File: src/hw/rtl/tbo_pkg.sv
`timescale 1ns / 1ps
`default_nettype none
// ----------------------------------------------------------------------------
// tbo_pkg
// shared types and result codes for the triangle / square cell overlap unit
// ----------------------------------------------------------------------------
package tbo_pkg;

    localparam int CW = 31;   // input coordinate width
    localparam int HW = 30;   // half cell size width
    localparam int VW = 32;   // cell bounds and triangle edge vectors
    localparam int DW = 33;   // corner minus vertex
    localparam int PW = 65;   // edge x relative products

    typedef logic signed [CW-1:0] coord_t;
    typedef logic [CW-1:0]        size_t;

    typedef enum logic [2:0] {
        DEC_APART  = 3'd0,
        DEC_HOLDS  = 3'd1,
        DEC_CORNER = 3'd2,
        DEC_CROSS  = 3'd3,
        DEC_NONE   = 3'd4
    } decide_t;

    // edge e: 0 = a-b, 1 = a-c, 2 = b-c; corner k: 0 tl, 1 tr, 2 bl, 3 br
    typedef struct packed {
        logic [2:0][1:0][VW-1:0]      edge_v;
        logic [2:0][3:0][1:0][DW-1:0] rel;
        logic                         apart;
        logic                         holds;
        logic [2:0][3:0]              axis_x;
    } geom_t;

    typedef struct packed {
        logic            apart;
        logic            holds;
        logic [2:0][3:0] axis_x;
    } flags_t;

    typedef struct packed {
        logic [2:0][3:0] pos;
        logic [2:0][3:0] neg;
    } signs_t;

endpackage

`default_nettype wire

File: src/hw/rtl/tbo_prep.sv
`timescale 1ns / 1ps
`default_nettype none
// ----------------------------------------------------------------------------
// tbo_prep
// input capture, cell bounds, box tests, edge and corner vectors
// ----------------------------------------------------------------------------
module tbo_prep (
    input  wire logic            clk,
    input  wire logic            rst_n,
    input  wire logic            in_valid,
    input  wire tbo_pkg::coord_t tri_a_x,
    input  wire tbo_pkg::coord_t tri_a_y,
    input  wire tbo_pkg::coord_t tri_b_x,
    input  wire tbo_pkg::coord_t tri_b_y,
    input  wire tbo_pkg::coord_t tri_c_x,
    input  wire tbo_pkg::coord_t tri_c_y,
    input  wire tbo_pkg::coord_t cell_center_x,
    input  wire tbo_pkg::coord_t cell_center_y,
    input  wire logic [tbo_pkg::HW-1:0] half,
    output logic                 out_valid,
    output tbo_pkg::geom_t       geom
);
    import tbo_pkg::*;

    coord_t          tx_reg [3];
    coord_t          ty_reg [3];
    coord_t          cx_reg;
    coord_t          cy_reg;
    logic [HW-1:0]   h_reg;
    logic            v1_reg;
    logic            v2_reg;
    geom_t           geom_reg;
    geom_t           geom_next;

    logic signed [VW-1:0] vx [3];
    logic signed [VW-1:0] vy [3];
    logic signed [VW-1:0] vminx, vmaxx, vminy, vmaxy;
    logic signed [VW-1:0] tminx, tmaxx, tminy, tmaxy;
    logic signed [VW-1:0] kx [4];
    logic signed [VW-1:0] ky [4];
    logic signed [VW-1:0] lvl [4];
    logic                 h_nz;

    function automatic logic opp(input logic signed [VW-1:0] a,
                                 input logic signed [VW-1:0] b,
                                 input logic signed [VW-1:0] l);
        return ((a < l) && (b > l)) || ((a > l) && (b < l));
    endfunction

    always_ff @(posedge clk or negedge rst_n)
    begin
        if (!rst_n)
        begin
            v1_reg <= 1'b0;
            v2_reg <= 1'b0;
        end
        else
        begin
            v1_reg <= in_valid;
            v2_reg <= v1_reg;
        end
    end

    always_ff @(posedge clk)
    begin
        tx_reg[0] <= tri_a_x;
        ty_reg[0] <= tri_a_y;
        tx_reg[1] <= tri_b_x;
        ty_reg[1] <= tri_b_y;
        tx_reg[2] <= tri_c_x;
        ty_reg[2] <= tri_c_y;
        cx_reg    <= cell_center_x;
        cy_reg    <= cell_center_y;
        h_reg     <= half;
        geom_reg  <= geom_next;
    end

    always_comb
    begin
        for (int i = 0; i < 3; i++)
        begin
            vx[i] = VW'(tx_reg[i]);
            vy[i] = VW'(ty_reg[i]);
        end
        h_nz  = (h_reg != '0);
        vminx = VW'(cx_reg) - $signed({2'b00, h_reg});
        vmaxx = VW'(cx_reg) + $signed({2'b00, h_reg});
        vminy = VW'(cy_reg) - $signed({2'b00, h_reg});
        vmaxy = VW'(cy_reg) + $signed({2'b00, h_reg});

        tminx = vx[0]; tmaxx = vx[0];
        tminy = vy[0]; tmaxy = vy[0];
        for (int i = 1; i < 3; i++)
        begin
            if (vx[i] < tminx) tminx = vx[i];
            if (vx[i] > tmaxx) tmaxx = vx[i];
            if (vy[i] < tminy) tminy = vy[i];
            if (vy[i] > tmaxy) tmaxy = vy[i];
        end

        kx[0] = vminx; ky[0] = vmaxy;
        kx[1] = vmaxx; ky[1] = vmaxy;
        kx[2] = vminx; ky[2] = vminy;
        kx[3] = vmaxx; ky[3] = vminy;
        // cell edges: top, left, bottom, right
        lvl[0] = vmaxy; lvl[1] = vminx; lvl[2] = vminy; lvl[3] = vmaxx;

        geom_next.apart = (tminx > vmaxx) || (tminy > vmaxy) ||
                          (tmaxx < vminx) || (tmaxy < vminy);
        geom_next.holds = (tminx >= vminx) && (tmaxx <= vmaxx) &&
                          (tminy >= vminy) && (tmaxy <= vmaxy);

        geom_next.edge_v[0][0] = vx[1] - vx[0];
        geom_next.edge_v[0][1] = vy[1] - vy[0];
        geom_next.edge_v[1][0] = vx[2] - vx[0];
        geom_next.edge_v[1][1] = vy[2] - vy[0];
        geom_next.edge_v[2][0] = vx[2] - vx[1];
        geom_next.edge_v[2][1] = vy[2] - vy[1];

        for (int k = 0; k < 4; k++)
        begin
            geom_next.rel[0][k][0] = DW'(kx[k]) - DW'(vx[0]);
            geom_next.rel[0][k][1] = DW'(ky[k]) - DW'(vy[0]);
            geom_next.rel[1][k][0] = DW'(kx[k]) - DW'(vx[0]);
            geom_next.rel[1][k][1] = DW'(ky[k]) - DW'(vy[0]);
            geom_next.rel[2][k][0] = DW'(kx[k]) - DW'(vx[1]);
            geom_next.rel[2][k][1] = DW'(ky[k]) - DW'(vy[1]);
        end

        geom_next.axis_x[0][0] = h_nz && opp(vy[0], vy[1], lvl[0]);
        geom_next.axis_x[0][1] = h_nz && opp(vx[0], vx[1], lvl[1]);
        geom_next.axis_x[0][2] = h_nz && opp(vy[0], vy[1], lvl[2]);
        geom_next.axis_x[0][3] = h_nz && opp(vx[0], vx[1], lvl[3]);
        geom_next.axis_x[1][0] = h_nz && opp(vy[0], vy[2], lvl[0]);
        geom_next.axis_x[1][1] = h_nz && opp(vx[0], vx[2], lvl[1]);
        geom_next.axis_x[1][2] = h_nz && opp(vy[0], vy[2], lvl[2]);
        geom_next.axis_x[1][3] = h_nz && opp(vx[0], vx[2], lvl[3]);
        geom_next.axis_x[2][0] = h_nz && opp(vy[1], vy[2], lvl[0]);
        geom_next.axis_x[2][1] = h_nz && opp(vx[1], vx[2], lvl[1]);
        geom_next.axis_x[2][2] = h_nz && opp(vy[1], vy[2], lvl[2]);
        geom_next.axis_x[2][3] = h_nz && opp(vx[1], vx[2], lvl[3]);
    end

    assign out_valid = v2_reg;
    assign geom      = geom_reg;

endmodule

`default_nettype wire

File: config.mk
export PLATFORM = sky130hd
export DESIGN_NAME = tbo_prep
export DESIGN_NICKNAME = d
export VERILOG_FILES = /design/src/hw/rtl/tbo_pkg.sv /design/src/hw/rtl/tbo_prep.sv
export SDC_FILE = /design/constraint.sdc
export NUM_CORES = 2
export LEC_CHECK = 0
export BUFFER_PORTS_ARGS = -buffer_cell sky130_fd_sc_hd__buf_4
export CORE_AREA = 4 4 497 499
export DETAILED_ROUTE_END_ITERATION = 16
export DIE_AREA = 0 0 501 503
export SETUP_SLACK_MARGIN = 0.05
export SYNTH_ARGS = -nofsm -noshare
export SYNTH_HDL_FRONTEND = slang
export SYNTH_SLANG_ARGS = --single-unit
File: constraint.sdc
create_clock -name clk -period 14.6 [get_ports clk]
set_input_delay 0 -clock clk [delete_from_list [all_inputs] [get_ports clk]]
set_output_delay 0 -clock clk [all_outputs]
set_load 0.05 [all_outputs]
==> key figures <==
Detailed routing
  • Pre-antenna DRT Iters: 7
  • Wirelength per Cell: 27.8 um
  • WL final: 327000 um
  • Initial DRC Count: 3555
  • Drt drc: 0
  • Routed via count: 58767
  • DRT antenna net count: 0
  • Vias/cell: 4.99

Run
  • Maximum capacitance violations: 0

STA
  • Transition time at the pin with the least slew margin: between 1000 and 1500 ps
  • Worst clock skew: 45.4 ps
  • Fin crit share: 0.706
  • Total negative setup slack: 0 ps
  • Achievable clock frequency: just under 100 MHz
  • Relative slew slack: 0.168
  • Final number of hold-violating endpoints: 0
  • Shortest period the worst path allows: about 10000 ps
  • Unrepaired setup endpoints after global routing: false
  • Count of pins over their slew limit: 0
  • Number of endpoints failing setup at the final stage: 0

Yosys
  • Number of synthesized register bits: 750
  • Nets in the synthesized netlist: 8479
  • Number of synthesis warnings: 0
  • Most used DFF post-synth: sky130_fd_sc_hd__dfxtp_1
  • Fraction of the yosys area taken by sequential cells: 0.247
  • Number of synthesized flops with an enable pin: 0
  • Cell accounting for the most synthesized area: sky130_fd_sc_hd__dfxtp_1
  • Unique cell type count in the Yosys netlist: 94
  • Number of instances in the synthesized netlist: around 7000
  • Netlist Area Pre-Place: 60700 um2
  • Leading post-synthesis cells by cell area: sky130_fd_sc_hd__dfxtp_1 25%, sky130_fd_sc_hd__ha_1 22%, sky130_fd_sc_hd__buf_4 6.5%
  • Mean instance size in the synthesized netlist: 8.55 um2
  • Fraction of registers with async set/reset: 0.00267
  • Area share of the leading cell type in the synthesized netlist: 0.247

Min path
  • Instance count along the most critical hold path: 2
  • Worst Hold Path EP: cx_reg[14]
  • Startpoint of the tightest hold check path: cell_center_x[14]
  • Worst min-delay path category: in -> reg

Floorplanning
  • Core Footprint: ~240000 um2
  • Die Ht: roughly 500 um
  • Count of boundary I/O pins: 1280
  • Initial Util: 0.250
  • Die outline width: 501 um
  • Placement row count: 181
  • DIE AREA: 252000 um2

Setup path
  • Cell repeated most along the worst path: sky130_fd_sc_hd__a21oi_1
  • Worst R2R Path Depth: 34
  • Maximum fanout count along the critical path: 64
  • Type of element launching the critical path: register
  • Worst path arrival time: 10970 ps
  • Slowest cell on the critical path: sky130_fd_sc_hd__or4_1
  • Critical path start-end classification: reg -> reg
  • CP required: 15260 ps
  • Start of the worst register-to-register path: ty_reg[0][32]
  • Worst reg2reg setup slack: ~4300 ps
  • Critical path endpoint category: register
  • Largest incremental delay on the critical path: 570 ps
  • Worst flop-to-flop path endpoint: geom[12]

Pwr
  • Worst IR drop on VDD: 217 uV
  • Total power per unit cell area: 213 nW/um2
  • Leak Pwr: around 0.039 uW

Layout
  • End-of-flow core utilization: 0.328
  • Area Growth Syn to Fin: 30.9%
  • Number of nets in the final layout: just under 10000
  • Commonest non-fill, non-tap cell in the layout: sky130_fd_sc_hd__buf_4
  • Ratio of cells with drive above 1 in the final layout: 0.182
  • Commonest cells after routing, fill and taps aside: 1323 x sky130_fd_sc_hd__buf_4, 1076 x sky130_fd_sc_hd__ha_1, 748 x sky130_fd_sc_hd__dfxtp_1, 655 x sky130_fd_sc_hd__a21oi_1, 548 x sky130_fd_sc_hd__dlygate4sd3_1
  • Fin area: 79500 um2
  • Flip-flop count of the largest register, all copies and words added: 470

CTS
  • Post-CTS setup-driven buffer insertion count: 0
  • Root buf cell: sky130_fd_sc_hd__clkbuf_16
  • Clock buffer depth: 3
  • CTS clock-pin slew for the worst setup and hold paths: around 70 ps
  • Num CTS Buffers: 100
  • # H-tree levels: 3
  • CTS tree: built
  • Sinks on Clock Net: between 700 and 800
  • Clock insertion delay at the later pin of the skew report: around 770 ps

Status
  • Result of the run: complete, no violations

Global route
  • Wire length of the first global-routing pass: 440000 um
  • Total overflow reported by the global router: 0
  • Pin count of the biggest net entering global routing: 65
  • Antenna violations before repair: 50
  • Via count of the first global-routing pass: 59875
  • Overall global routing resource usage: 0.247

Placement
  • Weighted congestion at the end of routability-driven global placement: 0.975
  • DPL Wire Length: between 200000 and 300000 um
  • Placed Instance Area: approximately 70000 um2
  • Total of buffers placed on input and output ports: 1279
-- final cells by class --
type | instances | area, um2
well taps | 3202 | 4010
inverters | 511 | 1920
clock inverters | 66 | 818
fillers | 25200 | 163000
diodes | 22 | 55.1
repair buffers | 1871 | 15400
multi-input cells | 5234 | 39600
flip-flops and latches | 750 | 15000
clock buffers | 120 | 2670
-- stage by stage --
step / setup slack, ps / hold WS, ps / power (uW) / std cells
4_1_cts: 4420 / 11.0 / 17000 / 11754
5_1_grt: 3840 / 20.6 / 17600 / 11766
2_1_floorplan: 7280 / -296 / 11000 / 7104
6_report: 4290 / 62.7 / 16900 / 11776
3_3_place_gp: 4600 / -218 / 14100 / 11020
3_5_place_dp: 4390 / -216 / 14100 / 11020
-- synth_stat cells, types with 112 or more instances --
master                     number
sky130_fd_sc_hd__buf_4        528
sky130_fd_sc_hd__xor2_1       140
sky130_fd_sc_hd__nor2b_1      117
sky130_fd_sc_hd__a21o_1       379
sky130_fd_sc_hd__xnor2_1      345
sky130_fd_sc_hd__nand2b_1     112
sky130_fd_sc_hd__a21oi_1      655
sky130_fd_sc_hd__inv_1        507
sky130_fd_sc_hd__dfxtp_1      748
sky130_fd_sc_hd__nand4_1      147
sky130_fd_sc_hd__nand2_1      285
sky130_fd_sc_hd__ha_1        1076
sky130_fd_sc_hd__nor2_1       485
sky130_fd_sc_hd__o21ai_0      285
-- worst max-delay path by stage --
| stage | from | end | slack [ps] |
|---|---|---|---|
| after floorplan | ty_reg[0][31] | geom[13] | 7280 |
| final | ty_reg[0][32] | geom[12] | 4290 |
| after global routing | ty_reg[0][32] | geom[12] | 3840 |
| after global placement | ty_reg[0][31] | geom[12] | 4600 |
| after CTS | ty_reg[0][32] | geom[12] | 4420 |
| after detailed placement | ty_reg[0][32] | geom[12] | 4390 |
-- what timing repair did --
item | 4_1_cts | 5_1_grt
hold endpoints to repair | 281 | 0
hold buffers | 548 | 0
gates resized for setup | 0 | 0
-- cell families (layout without fill, tap and decap cells) --
kind of cell / count (synthesis) / count (layout) / share of synthesized area
adders and majority gates: 1094 / 1094 / 0.228
DFF: 750 / 750 / 0.247
xor gates and xnor gates: 485 / 485 / 0.0699
other: 0 / 22 / 0
AOI/OAI and AO/OA: 1971 / 1971 / 0.207
muxes: 108 / 108 / 0.0179
buffers and inverters: 1120 / 2568 / 0.102
and+or+nand+nor: 1576 / 1576 / 0.128
-- layer usage --
metal / routed length, um / global-route usage
met5: 0 / 0
met4: 22000 / 0.144
met3: 14200 / 0.0248
met2: 173000 / 0.480
met1: 118000 / 0.256
-- where the power goes --
part           internal (uW)  switching (uW)
clock network           1530            1130
registers               2600             675
logic                   3190            7780
-- critical path: cells and delay by family, from the launching register on --
kind,cells,cell delay [ps]
AO/OA/AOI/OAI,13,3280
AND/OR/NAND/NOR,10,2260
buffers and inverters,5,1950
multiplexers,3,1100
adder cells (fa/ha/maj),3,1080
flip-flops,1,450
Note: power is estimated with default switching activity, not from simulation.
