$ cat src/hw/rtl/tbo_pkg.sv
`timescale 1ns / 1ps
`default_nettype none
// ----------------------------------------------------------------------------
// tbo_pkg
// shared types and result codes for the triangle / square cell overlap unit
// ----------------------------------------------------------------------------
package tbo_pkg;

    localparam int CW = 31;   // input coordinate width
    localparam int HW = 30;   // half cell size width
    localparam int VW = 32;   // cell bounds and triangle edge vectors
    localparam int DW = 33;   // corner minus vertex
    localparam int PW = 65;   // edge x relative products

    typedef logic signed [CW-1:0] coord_t;
    typedef logic [CW-1:0]        size_t;

    typedef enum logic [2:0] {
        DEC_APART  = 3'd0,
        DEC_HOLDS  = 3'd1,
        DEC_CORNER = 3'd2,
        DEC_CROSS  = 3'd3,
        DEC_NONE   = 3'd4
    } decide_t;

    // edge e: 0 = a-b, 1 = a-c, 2 = b-c; corner k: 0 tl, 1 tr, 2 bl, 3 br
    typedef struct packed {
        logic [2:0][1:0][VW-1:0]      edge_v;
        logic [2:0][3:0][1:0][DW-1:0] rel;
        logic                         apart;
        logic                         holds;
        logic [2:0][3:0]              axis_x;
    } geom_t;

    typedef struct packed {
        logic            apart;
        logic            holds;
        logic [2:0][3:0] axis_x;
    } flags_t;

    typedef struct packed {
        logic [2:0][3:0] pos;
        logic [2:0][3:0] neg;
    } signs_t;

endpackage

`default_nettype wire

$ cat src/hw/rtl/tbo_decide.sv
`timescale 1ns / 1ps
`default_nettype none
// ----------------------------------------------------------------------------
// tbo_decide
// ordered tests: boxes apart, box holds, corner inside, edge crossing
// ----------------------------------------------------------------------------
module tbo_decide (
    input  wire logic            clk,
    input  wire logic            rst_n,
    input  wire logic            in_valid,
    input  wire tbo_pkg::flags_t flags,
    input  wire tbo_pkg::signs_t signs,
    output logic                 done,
    output logic                 overlaps,
    output logic [2:0]           decided_by
);
    import tbo_pkg::*;

    logic    done_reg;
    logic    ovl_reg;
    logic    ovl_next;
    decide_t dec_reg;
    decide_t dec_next;
    logic [3:0] corner_in;
    logic       crossing;
    logic [1:0] ca [4];
    logic [1:0] cb [4];

    always_comb
    begin
        // corner pairs of the cell edges: top, left, bottom, right
        ca[0] = 2'd0; cb[0] = 2'd1;
        ca[1] = 2'd0; cb[1] = 2'd2;
        ca[2] = 2'd2; cb[2] = 2'd3;
        ca[3] = 2'd1; cb[3] = 2'd3;
        for (int k = 0; k < 4; k++)
        begin
            corner_in[k] = !((signs.pos[0][k] && signs.pos[1][k]) ||
                             (signs.neg[0][k] && signs.neg[1][k]) ||
                             (signs.pos[2][k] && signs.neg[0][k]) ||
                             (signs.neg[2][k] && signs.pos[0][k]));
        end
        crossing = 1'b0;
        for (int e = 0; e < 3; e++)
        begin
            for (int k = 0; k < 4; k++)
            begin
                if (flags.axis_x[e][k] &&
                    ((signs.pos[e][ca[k]] && signs.neg[e][cb[k]]) ||
                     (signs.neg[e][ca[k]] && signs.pos[e][cb[k]])))
                    crossing = 1'b1;
            end
        end
        if (flags.apart)
            dec_next = DEC_APART;
        else if (flags.holds)
            dec_next = DEC_HOLDS;
        else if (|corner_in)
            dec_next = DEC_CORNER;
        else if (crossing)
            dec_next = DEC_CROSS;
        else
            dec_next = DEC_NONE;
        ovl_next = (dec_next == DEC_HOLDS) || (dec_next == DEC_CORNER) ||
                   (dec_next == DEC_CROSS);
    end

    always_ff @(posedge clk or negedge rst_n)
    begin
        if (!rst_n)
            done_reg <= 1'b0;
        else
            done_reg <= in_valid;
    end

    always_ff @(posedge clk)
    begin
        ovl_reg <= ovl_next;
        dec_reg <= dec_next;
    end

    assign done       = done_reg;
    assign overlaps   = ovl_reg;
    assign decided_by = dec_reg;

    a_ovl_code: assert property (@(posedge clk) disable iff (!rst_n)
        done |-> (overlaps == ((decided_by == DEC_HOLDS) ||
                  (decided_by == DEC_CORNER) || (decided_by == DEC_CROSS))))
        else $error("overlap flag disagrees with code");
    a_apart_wins: assert property (@(posedge clk) disable iff (!rst_n)
        (in_valid && flags.apart) |=> (decided_by == DEC_APART))
        else $error("apart boxes not reported first");
    a_beat_follows: assert property (@(posedge clk) disable iff (!rst_n)
        in_valid |=> done)
        else $error("beat lost");
    a_no_extra: assert property (@(posedge clk) disable iff (!rst_n)
        !in_valid |=> !done)
        else $error("spurious beat");

endmodule

`default_nettype wire
$ cat config.mk
export PLATFORM = sky130hd
export DESIGN_NAME = tbo_decide
export DESIGN_NICKNAME = d
export VERILOG_FILES = /design/src/hw/rtl/tbo_pkg.sv /design/src/hw/rtl/tbo_decide.sv
export SDC_FILE = /design/constraint.sdc
export NUM_CORES = 1
export LEC_CHECK = 0
export CAP_MARGIN = 20
export CORE_AREA = 2 2 39 41
export CTS_CLUSTER_SIZE = 40
export DETAILED_ROUTE_END_ITERATION = 8
export DIE_AREA = 0 0 41 43
export DONT_BUFFER_PORTS = 1
export HOLD_SLACK_MARGIN = 0.12
export SLEW_MARGIN = 15
export SYNTH_ARGS = -nofsm -noshare
export SYNTH_HDL_FRONTEND = slang
export SYNTH_SLANG_ARGS = --single-unit
$ cat constraint.sdc
create_clock -name clk -period 0.8 [get_ports clk]
set_input_delay 0.08 -clock clk [delete_from_list [all_inputs] [get_ports clk]]
set_output_delay 0.08 -clock clk [all_outputs]
set_load 0.01 [all_outputs]
==> reports/results.tsv, run 1 <==
stage	metric	value	unit
drt	wl_per_cell	20.11	um
grt	grt_pass1_vias	528	
grt	met1_usage	0.1905	
cells_and_area	drive_gt1_frac	0.2143	
clocking	clk_pin_slew	0.05	ns
sta	finalCritPeriodShare	0.9489	
drt	drt-total-wl	1448	um
clocking	cts_tree	yes	
critical_path	arrival	0.86	ns
power	p_leak	0.2115	nW
synth	ys_types	15	
cells_and_area	final_nets	98	
clocking	numCtsBuffers	3	
drt	drc_errors	0	
synth	synth_warnings	0	
placement	place_hpwl	1151	um
floorplan	dieArea	0.001763	mm2
clocking	cts-root-buf	clkbuf_4	
hold_path	min_path_type	in2reg	
sta	period_minus_slack	0.7591	ns
floorplan	die_w	41	um
placement	gp_congestion	0.7913	
drt	antenna_left	0	
critical_path	critPathLaunch	signs[13]	
cells_and_area	layout_commonest_cell	a22o_1	
grt	grt_max_degree	5	
sta	whs	0.04873	ns
synth	synth_adder_area_share	0	
cells_and_area	diodes	0	
sta	max_freq	1.317	GHz
sta	rsz0062_at_grt	yes	
synth	muxShareOfSynthArea	0	
critical_path	critPathMaxFanout	3	
floorplan	die_h	43	um
sta	finalSetupTns	0	ns
grt	antenna_found_initial	0	
drt	drtPass1Iterations	4	
grt	grtUsageMet3	0.06806	
flow_run	cap_viol_max_count	0	
floorplan	core.rowCount	14	
sta	slew_headroom	0.8135	
critical_path	worstSetupStartpointType	input pin	
critical_path	worst-setup-path-type	in2reg	
floorplan	num_io_pins	46	
grt	overflow	0	
sta	setup_viol	0	
power	p_per_area	1390	mW/mm2
drt	via_per_inst	6.792	
clocking	cts_hold_buffers	6	
synth	synth-seq-cells	5	
grt	track_usage	0.1750	
synth	synth_cells	46	
synth	synth_nets	87	
sta	worst_pin_slew	0.2797	ns
sta	finalHoldViolations	0	
drt	num_vias	489	
sta	maxSlewViolCount	0	
synth	synth_top_family_by_area	compound AO/OA/AOI/OAI gates	
clocking	cts_max_path_buffers	2	
synth	synth_compound_area_frac	0.5925	
floorplan	core	0.001384	mm2
grt	grtUsageMet2	0.2906	
critical_path	critical_path.endpoint_type	register	
floorplan	initial_utilization	0.2884	
synth	synth-xor-area-share	0	
placement	placed_cells	62	
status	status	finished, final reports clean	
grt	busiest_layer	met2	
synth	syn_area_per_cell	8.677	um2
drt	drt-initial-drc-count	6	
synth	synthSimpleGateAreaFrac	0.1348	
clocking	cts_setup_buffers	0	
clocking	cts.sinks	5	
critical_path	required	0.91	ns
synth	synth_seq_area_share	0.2633	
cells_and_area	final_cell_mix	12 x a22o_1, 8 x o21ai_0, 6 x a22oi_2	
cells_and_area	layout.cells.non_filler	72	
grt	grt_pass1_wl	2139	um
power	vdd_drop_max	0.3888	mV
cells_and_area	syn_to_final_growth	37.62	%
clocking	h-tree-depth	1	
synth	syn-cell-area	399.1	um2
cells_and_area	largest_reg_flops	3	
placement	port_buffers	0	
critical_path	crit_end	decided_by[1]	
[layout make-up]
cell class | count | area [um2]
fillers | 149 | 834.6
multi-input cells | 40 | 329.1
flip-flops and latches | 5 | 105.1
repair buffers | 6 | 65.06
clock buffers | 4 | 26.28
well taps | 16 | 20.02
inverters | 1 | 3.754
[worst min-delay path by stage]
stage                    from             to  slack [ns]  cells after the start
finish              flags[11]  decided_by[2]        0.05                      3
CTS                  flags[5]  decided_by[2]        0.05                      3
global placement        rst_n           done       -0.22                      0
floorplan               rst_n           done       -0.22                      0
global route        flags[11]  decided_by[2]        0.06                      3
detailed placement      rst_n           done       -0.22                      0
[worst max-delay path, cell delays in order]
cell	delay, ns
a22o_1	0.22
a22oi_2	0.19
and4_4	0.27
a311oi_1	0.10
[what timing repair did]
action,in CTS,in global routing
gates resized for setup,1,9
endpoints found under the setup margin,1,4
gates cloned,0,0
pin swaps,1,2
endpoints found under the hold margin,6,1
[cells in the mapped netlist, drive strengths merged]
| library cell | number | share of area |
|---|---|---|
| a311oi | 2 | 0.044 |
| dfrtp | 1 | 0.063 |
| inv | 1 | 0.0094 |
| dfxtp | 4 | 0.20 |
| a41oi | 1 | 0.022 |
| and2 | 2 | 0.031 |
| nand4 | 1 | 0.016 |
| a22o | 12 | 0.26 |
| o21ai | 8 | 0.10 |
| nand2 | 2 | 0.019 |
| and4 | 1 | 0.022 |
| nor4b | 1 | 0.038 |
| nor2 | 1 | 0.0094 |
| a21oi | 1 | 0.013 |
| a22oi | 8 | 0.15 |
[power breakdown]
part	switching (mW)	internal, mW	total [mW]
clock	0.0980	0.188	0.286
sequential	0.00981	0.263	0.273
combinational	0.0879	0.116	0.204
total	0.196	0.568	0.764
[per-layer routing]
layer,part of all wire,wire (um),vias up
met1,0.34,490,220
met5,0,0,-
li1,-,-,221
met3,0.12,178,2
met4,0.0041,6,0
met2,0.53,772,46
[through the flow]
stage	setup slack (ns)	utilization	total power, mW	cell area [um2]
6_report	0.04088	0.3969	0.7636	549.3
5_1_grt	-0.02282	0.3969	0.8160	549.3
4_1_cts	0.0008108	0.3689	0.7478	510.5
3_5_place_dp	-0.2483	0.3029	0.4201	419.2
3_3_place_gp	-0.2575	0.3029	0.4194	419.2
2_1_floorplan	-0.1228	-	0.3982	399.1
[logic make-up after synthesis]
family / Yosys count
AOI/OAI and AO/OA: 32
buffers and inverters: 1
DFF: 5
and+or+nand+nor: 8
Note: power is estimated with default switching activity, not from simulation.
==> run 2: changes to the inputs <==
--- a/config.mk
+++ b/config.mk
@@ -11,6 +11,7 @@
 export DETAILED_ROUTE_END_ITERATION = 8
 export DIE_AREA = 0 0 41 43
 export DONT_BUFFER_PORTS = 1
+export GPL_TIMING_DRIVEN = 0
 export HOLD_SLACK_MARGIN = 0.12
 export SLEW_MARGIN = 15
 export SYNTH_ARGS = -nofsm -noshare
==> reports/results.tsv, run 2 (same netlist as run 1, synthesis figures left out) <==
stage	metric	value	unit
critical_path	worstSetupStartpointType	input pin	
status	violations	hold timing	
critical_path	critPathLaunch	signs[9]	
sta	finalCritPeriodShare	0.9450	
sta	whs	-0.07880	ns
critical_path	arrival	0.90	ns
floorplan	die_h	43	um
cells_and_area	layout_commonest_cell	a22o_1	
clocking	clk_pin_slew	0.04	ns
cells_and_area	final_cell_mix	12 x a22o_1, 8 x o21ai_0	
placement	port_buffers	0	
flow_run	cap_viol_max_count	0	
floorplan	die_w	41	um
sta	worst_pin_slew	0.3215	ns
placement	place_hpwl	1105	um
clocking	cts_hold_buffers	5	
drt	wl_per_cell	17.75	um
placement	dp_worst_setup_slack	-0.2534	ns
power	p_per_area	1411	mW/mm2
drt	antenna_left	0	
grt	overflow	0	
sta	setup_viol	0	
floorplan	num_io_pins	46	
drt	drt-total-wl	1260	um
sta	slew_headroom	0.7856	
sta	max_freq	1.323	GHz
hold_path	min_path_type	in2reg	
floorplan	core	0.001384	mm2
floorplan	core.rowCount	14	
critical_path	cpPeakStageDelay	0.27	ns
grt	track_usage	0.1608	
grt	grt_max_degree	5	
placement	gp_congestion	0.8365	
drt	drt-initial-drc-count	3	
critical_path	worstPathCellList	a22o_1 > a22oi_1 > nand4_1 > nor4b_2	
critical_path	required	0.94	ns
grt	antenna_found_initial	0	
cells_and_area	fill_cells	150	
cells_and_area	utilization	0.3761	
floorplan	initial_utilization	0.2884	
cells_and_area	final_nets	97	
grt	grt_pass1_wl	1973	um
sta	finalHoldViolations	1	
power	vdd_drop_max	0.3262	mV
cells_and_area	largest_reg_flops	3	
power	p_leak	0.1969	nW
drt	drc_errors	0	
sta	rsz0062_at_grt	yes	
drt	drtPass1Iterations	4	
clocking	cts_setup_buffers	0	
floorplan	dieArea	0.001763	mm2
clocking	cts-root-buf	clkbuf_4	
status	status	complete, but fails checks	
critical_path	slowest_stage	nor4b_2	
drt	num_vias	458	
critical_path	cp_top_family	compound AO/OA/AOI/OAI gates	
clocking	numCtsBuffers	3	
critical_path	worst-setup-path-type	in2reg	
cells_and_area	drive_gt1_frac	0.1636	
critical_path	critPathMaxFanout	3	
grt	grt_pass1_vias	547	
placement	placed_area	419.2	um2
critical_path	critPathBufInv	0	
drt	via_per_inst	6.451	
cells_and_area	diodes	0	
hold_path	hp-start	flags[12]	
clocking	cts.sinks	5	
sta	setup_ws	0.04402	ns
clocking	cts_max_path_buffers	2	
sta	period_minus_slack	0.7560	ns
cells_and_area	finalInstanceArea	520.5	um2
sta	maxSlewViolCount	0	
critical_path	critical_path.endpoint_type	register	
cells_and_area	syn_to_final_growth	30.41	%
clocking	cts_tree	yes	
clocking	h-tree-depth	1	
[run 2: final cells by class]
class	instances	area (um2)	area share
repair buffers	5	52.55	0.1010
well taps	16	20.02	0.03846
inverters	1	3.754	0.007212
flip-flops and latches	5	105.1	0.2019
multi-input cells	40	312.8	0.6010
clock buffers	4	26.28	0.05048
[run 2: power by group]
part | internal (mW) | switching (mW) | total (mW) | leakage [nW]
Sequential | 0.264 | 0.00975 | 0.273 | 0.0448
Combinational | 0.107 | 0.0770 | 0.184 | 0.137
Clock | 0.188 | 0.0894 | 0.277 | 0.0150
Total | 0.558 | 0.176 | 0.734 | 0.197
[run 2: per-layer routing]
| metal | GRT usage | wire length (um) |
|---|---|---|
| met4 | 0.1000 | 0 |
| met5 | 0 | 0 |
| met2 | 0.2656 | 657 |
| met1 | 0.1646 | 417 |
| met3 | 0.04712 | 186 |
[run 2: final timing paths]
check | endpoint | slack (ns) | depth (start not counted)
min in group asynchronous | done | 0.59 | 2
max | decided_by[2] | 0.04 | 4
max in group asynchronous | done | 0.11 | 2
min | decided_by[1] | -0.08 | 1
[run 2: per-stage QoR]
stage	std cells	setup TNS (ns)	power, mW
6_report	71	0	0.7342
5_1_grt	71	-0.008321	0.7804
4_1_cts	71	0	0.7405
3_5_place_dp	62	-0.9784	0.4220
3_3_place_gp	62	-0.8910	0.4171
2_1_floorplan	46	-0.4598	0.3982
[run 2: what timing repair did]
action                                  in CTS  in global routing
pin swaps                                    1                  1
endpoints found under the setup margin       1                  4
endpoints found under the hold margin        6                  3
resized for setup                            2                  4
cloned                                       0                  0
==> run 3: changes to the inputs <==
--- a/config.mk
+++ b/config.mk
@@ -13,6 +13,7 @@
 export DONT_BUFFER_PORTS = 1
 export GPL_TIMING_DRIVEN = 0
 export HOLD_SLACK_MARGIN = 0.12
+export REMOVE_ABC_BUFFERS = 1
 export SLEW_MARGIN = 15
 export SYNTH_ARGS = -nofsm -noshare
 export SYNTH_HDL_FRONTEND = slang
==> reports/results.tsv, run 3 (same netlist as run 1, synthesis figures left out) <==
stage	metric	value	unit
sta	setup_viol	3	
sta	maxSlewViolCount	0	
floorplan	die_w	41	um
clocking	cts_setup_buffers	0	
placement	port_buffers	0	
sta	setup_ws	-0.02859	ns
flow_run	cap_viol_max_count	0	
grt	grt_pass1_vias	537	
drt	drc_errors	0	
floorplan	core.rowCount	14	
hold_path	min_path_type	in2reg	
drt	wl_per_cell	19.03	um
cells_and_area	utilization	0.3915	
cells_and_area	syn_to_final_growth	35.74	%
floorplan	dieArea	0.001763	mm2
drt	drtPass1Iterations	4	
critical_path	critPathBufInv	2	
sta	finalHoldViolations	0	
drt	antenna_left	0	
floorplan	num_io_pins	46	
critical_path	cpPeakStageDelay	0.59	ns
drt	num_vias	469	
hold_path	min_to	decided_by[2]	
critical_path	critical_path.endpoint_type	register	
clocking	cts_hold_buffers	6	
cells_and_area	fill_cells	150	
hold_path	min_path_cells	3	
cells_and_area	multi_input_area	326.6	um2
cells_and_area	drive_gt1_frac	0.1964	
cells_and_area	ff_latch_area	105.1	um2
sta	slew_headroom	0.8036	
cells_and_area	diodes	0	
critical_path	arrival	0.97	ns
status	violations	setup timing	
sta	finalCritPeriodShare	1.036	
grt	grt_pass1_wl	1945	um
floorplan	initial_utilization	0.2884	
cells_and_area	finalInstanceArea	541.8	um2
critical_path	worst-setup-path-type	in2reg	
power	p_leak	0.1949	nW
placement	place_hpwl	1078	um
sta	worst_pin_slew	0.2946	ns
cells_and_area	layout_commonest_cell	a22o_1	
critical_path	critPathMaxFanout	3	
floorplan	core	0.001384	mm2
critical_path	required	0.94	ns
drt	met3_length	197	um
grt	overflow	0	
placement	gp_congestion	0.8917	
grt	track_usage	0.1578	
sta	finalSetupTns	-0.04406	ns
floorplan	die_h	43	um
placement	dp_worst_setup_slack	-0.2720	ns
sta	rsz0062_at_grt	yes	
power	p_per_area	1382	mW/mm2
critical_path	cp_top_family	buffers and inverters	
drt	drt-initial-drc-count	3	
drt	drt-total-wl	1370	um
clocking	cts-root-buf	clkbuf_4	
grt	antenna_found_initial	0	
power	vdd_drop_max	0.3545	mV
clocking	numCtsBuffers	3	
cells_and_area	final_nets	98	
placement	placed_area	419.2	um2
hold_path	hp-start	flags[11]	
clocking	clk_pin_slew	0.04	ns
clocking	h-tree-depth	1	
cells_and_area	layout.cells.non_filler	72	
grt	grt_max_degree	4	
drt	via_per_inst	6.514	
sta	max_freq	1.207	GHz
clocking	cts_tree	yes	
clocking	cts_max_path_buffers	2	
critical_path	worstSetupStartpointType	input pin	
sta	period_minus_slack	0.8286	ns
drt	wl_met1	467	um
clocking	cts.sinks	5	
cells_and_area	final_cell_mix	12 x a22o_1, 8 x o21ai_0, 6 x dlygate4sd3_1	
placement	placed_cells	62	
drt	route.met2.wl	705	um
drt	highest_layer	met3	
critical_path	worstPathCellList	dlygate4sd3_1 > inv_1 > a311oi_2	
status	status	complete, but fails checks	
critical_path	slowest_stage	dlygate4sd3_1	
cells_and_area	largest_reg_flops	3	
[run 3: cell count changes in the layout (fill, tap and decap cells not counted)]
cell,previous run,this run
dlygate4sd3_1,4,6
dlymetal6s4s_1,1,0
a41oi_1,1,0
a41oi_2,0,1
a311oi_1,2,1
a311oi_2,0,1
[run 3: power breakdown]
group | total [mW] | internal, mW | leakage, nW | switching, mW
registers | 0.274 | 0.264 | 0.0448 | 0.0101
clock network | 0.279 | 0.188 | 0.0150 | 0.0917
logic | 0.196 | 0.112 | 0.135 | 0.0840
total | 0.749 | 0.563 | 0.195 | 0.186
[run 3: how the worst max path moves through the flow]
stage,endpoint,cells after the start,from
6_report,decided_by[0],3,flags[12]
5_1_grt,overlaps,4,signs[9]
4_1_cts,decided_by[0],3,flags[12]
3_5_place_dp,overlaps,4,signs[2]
3_3_place_gp,overlaps,4,signs[2]
2_1_floorplan,overlaps,4,signs[7]
[run 3: cell type report]
class	count	area share
Multi-Input combinational cell	40	0.6028
Timing Repair Buffer	6	0.1109
Clock buffer	4	0.04850
Tap cell	16	0.03695
Sequential cell	5	0.1940
Inverter	1	0.006928
[run 3: tightest hold or removal path, delay by kind of cell]
kind             cells  cell delay [ns]
AO/OA/AOI/OAI        1             0.04
AND/OR/NAND/NOR      2             0.13
[run 3: per-layer routing]
layer,global-route usage,vias to the layer above
met5,0,-
met4,0.1000,0
met3,0.04712,0
li1,-,220
met1,0.1709,205
met2,0.2500,44
[run 3: repair_timing]
action                                  4_1_cts  5_1_grt
endpoints found under the hold margin         6        1
pin swaps                                     1        6
resized for setup                             2        5
endpoints found under the setup margin        1        4
[run 3: per-stage QoR]
step                      power (mW)  hold slack (ns)
final                         0.7489          0.05958
after CTS                     0.7414          0.05680
after global routing          0.7927          0.07424
after floorplan               0.3984          -0.2156
after global placement        0.4167          -0.2156
after detailed placement      0.4178          -0.2156
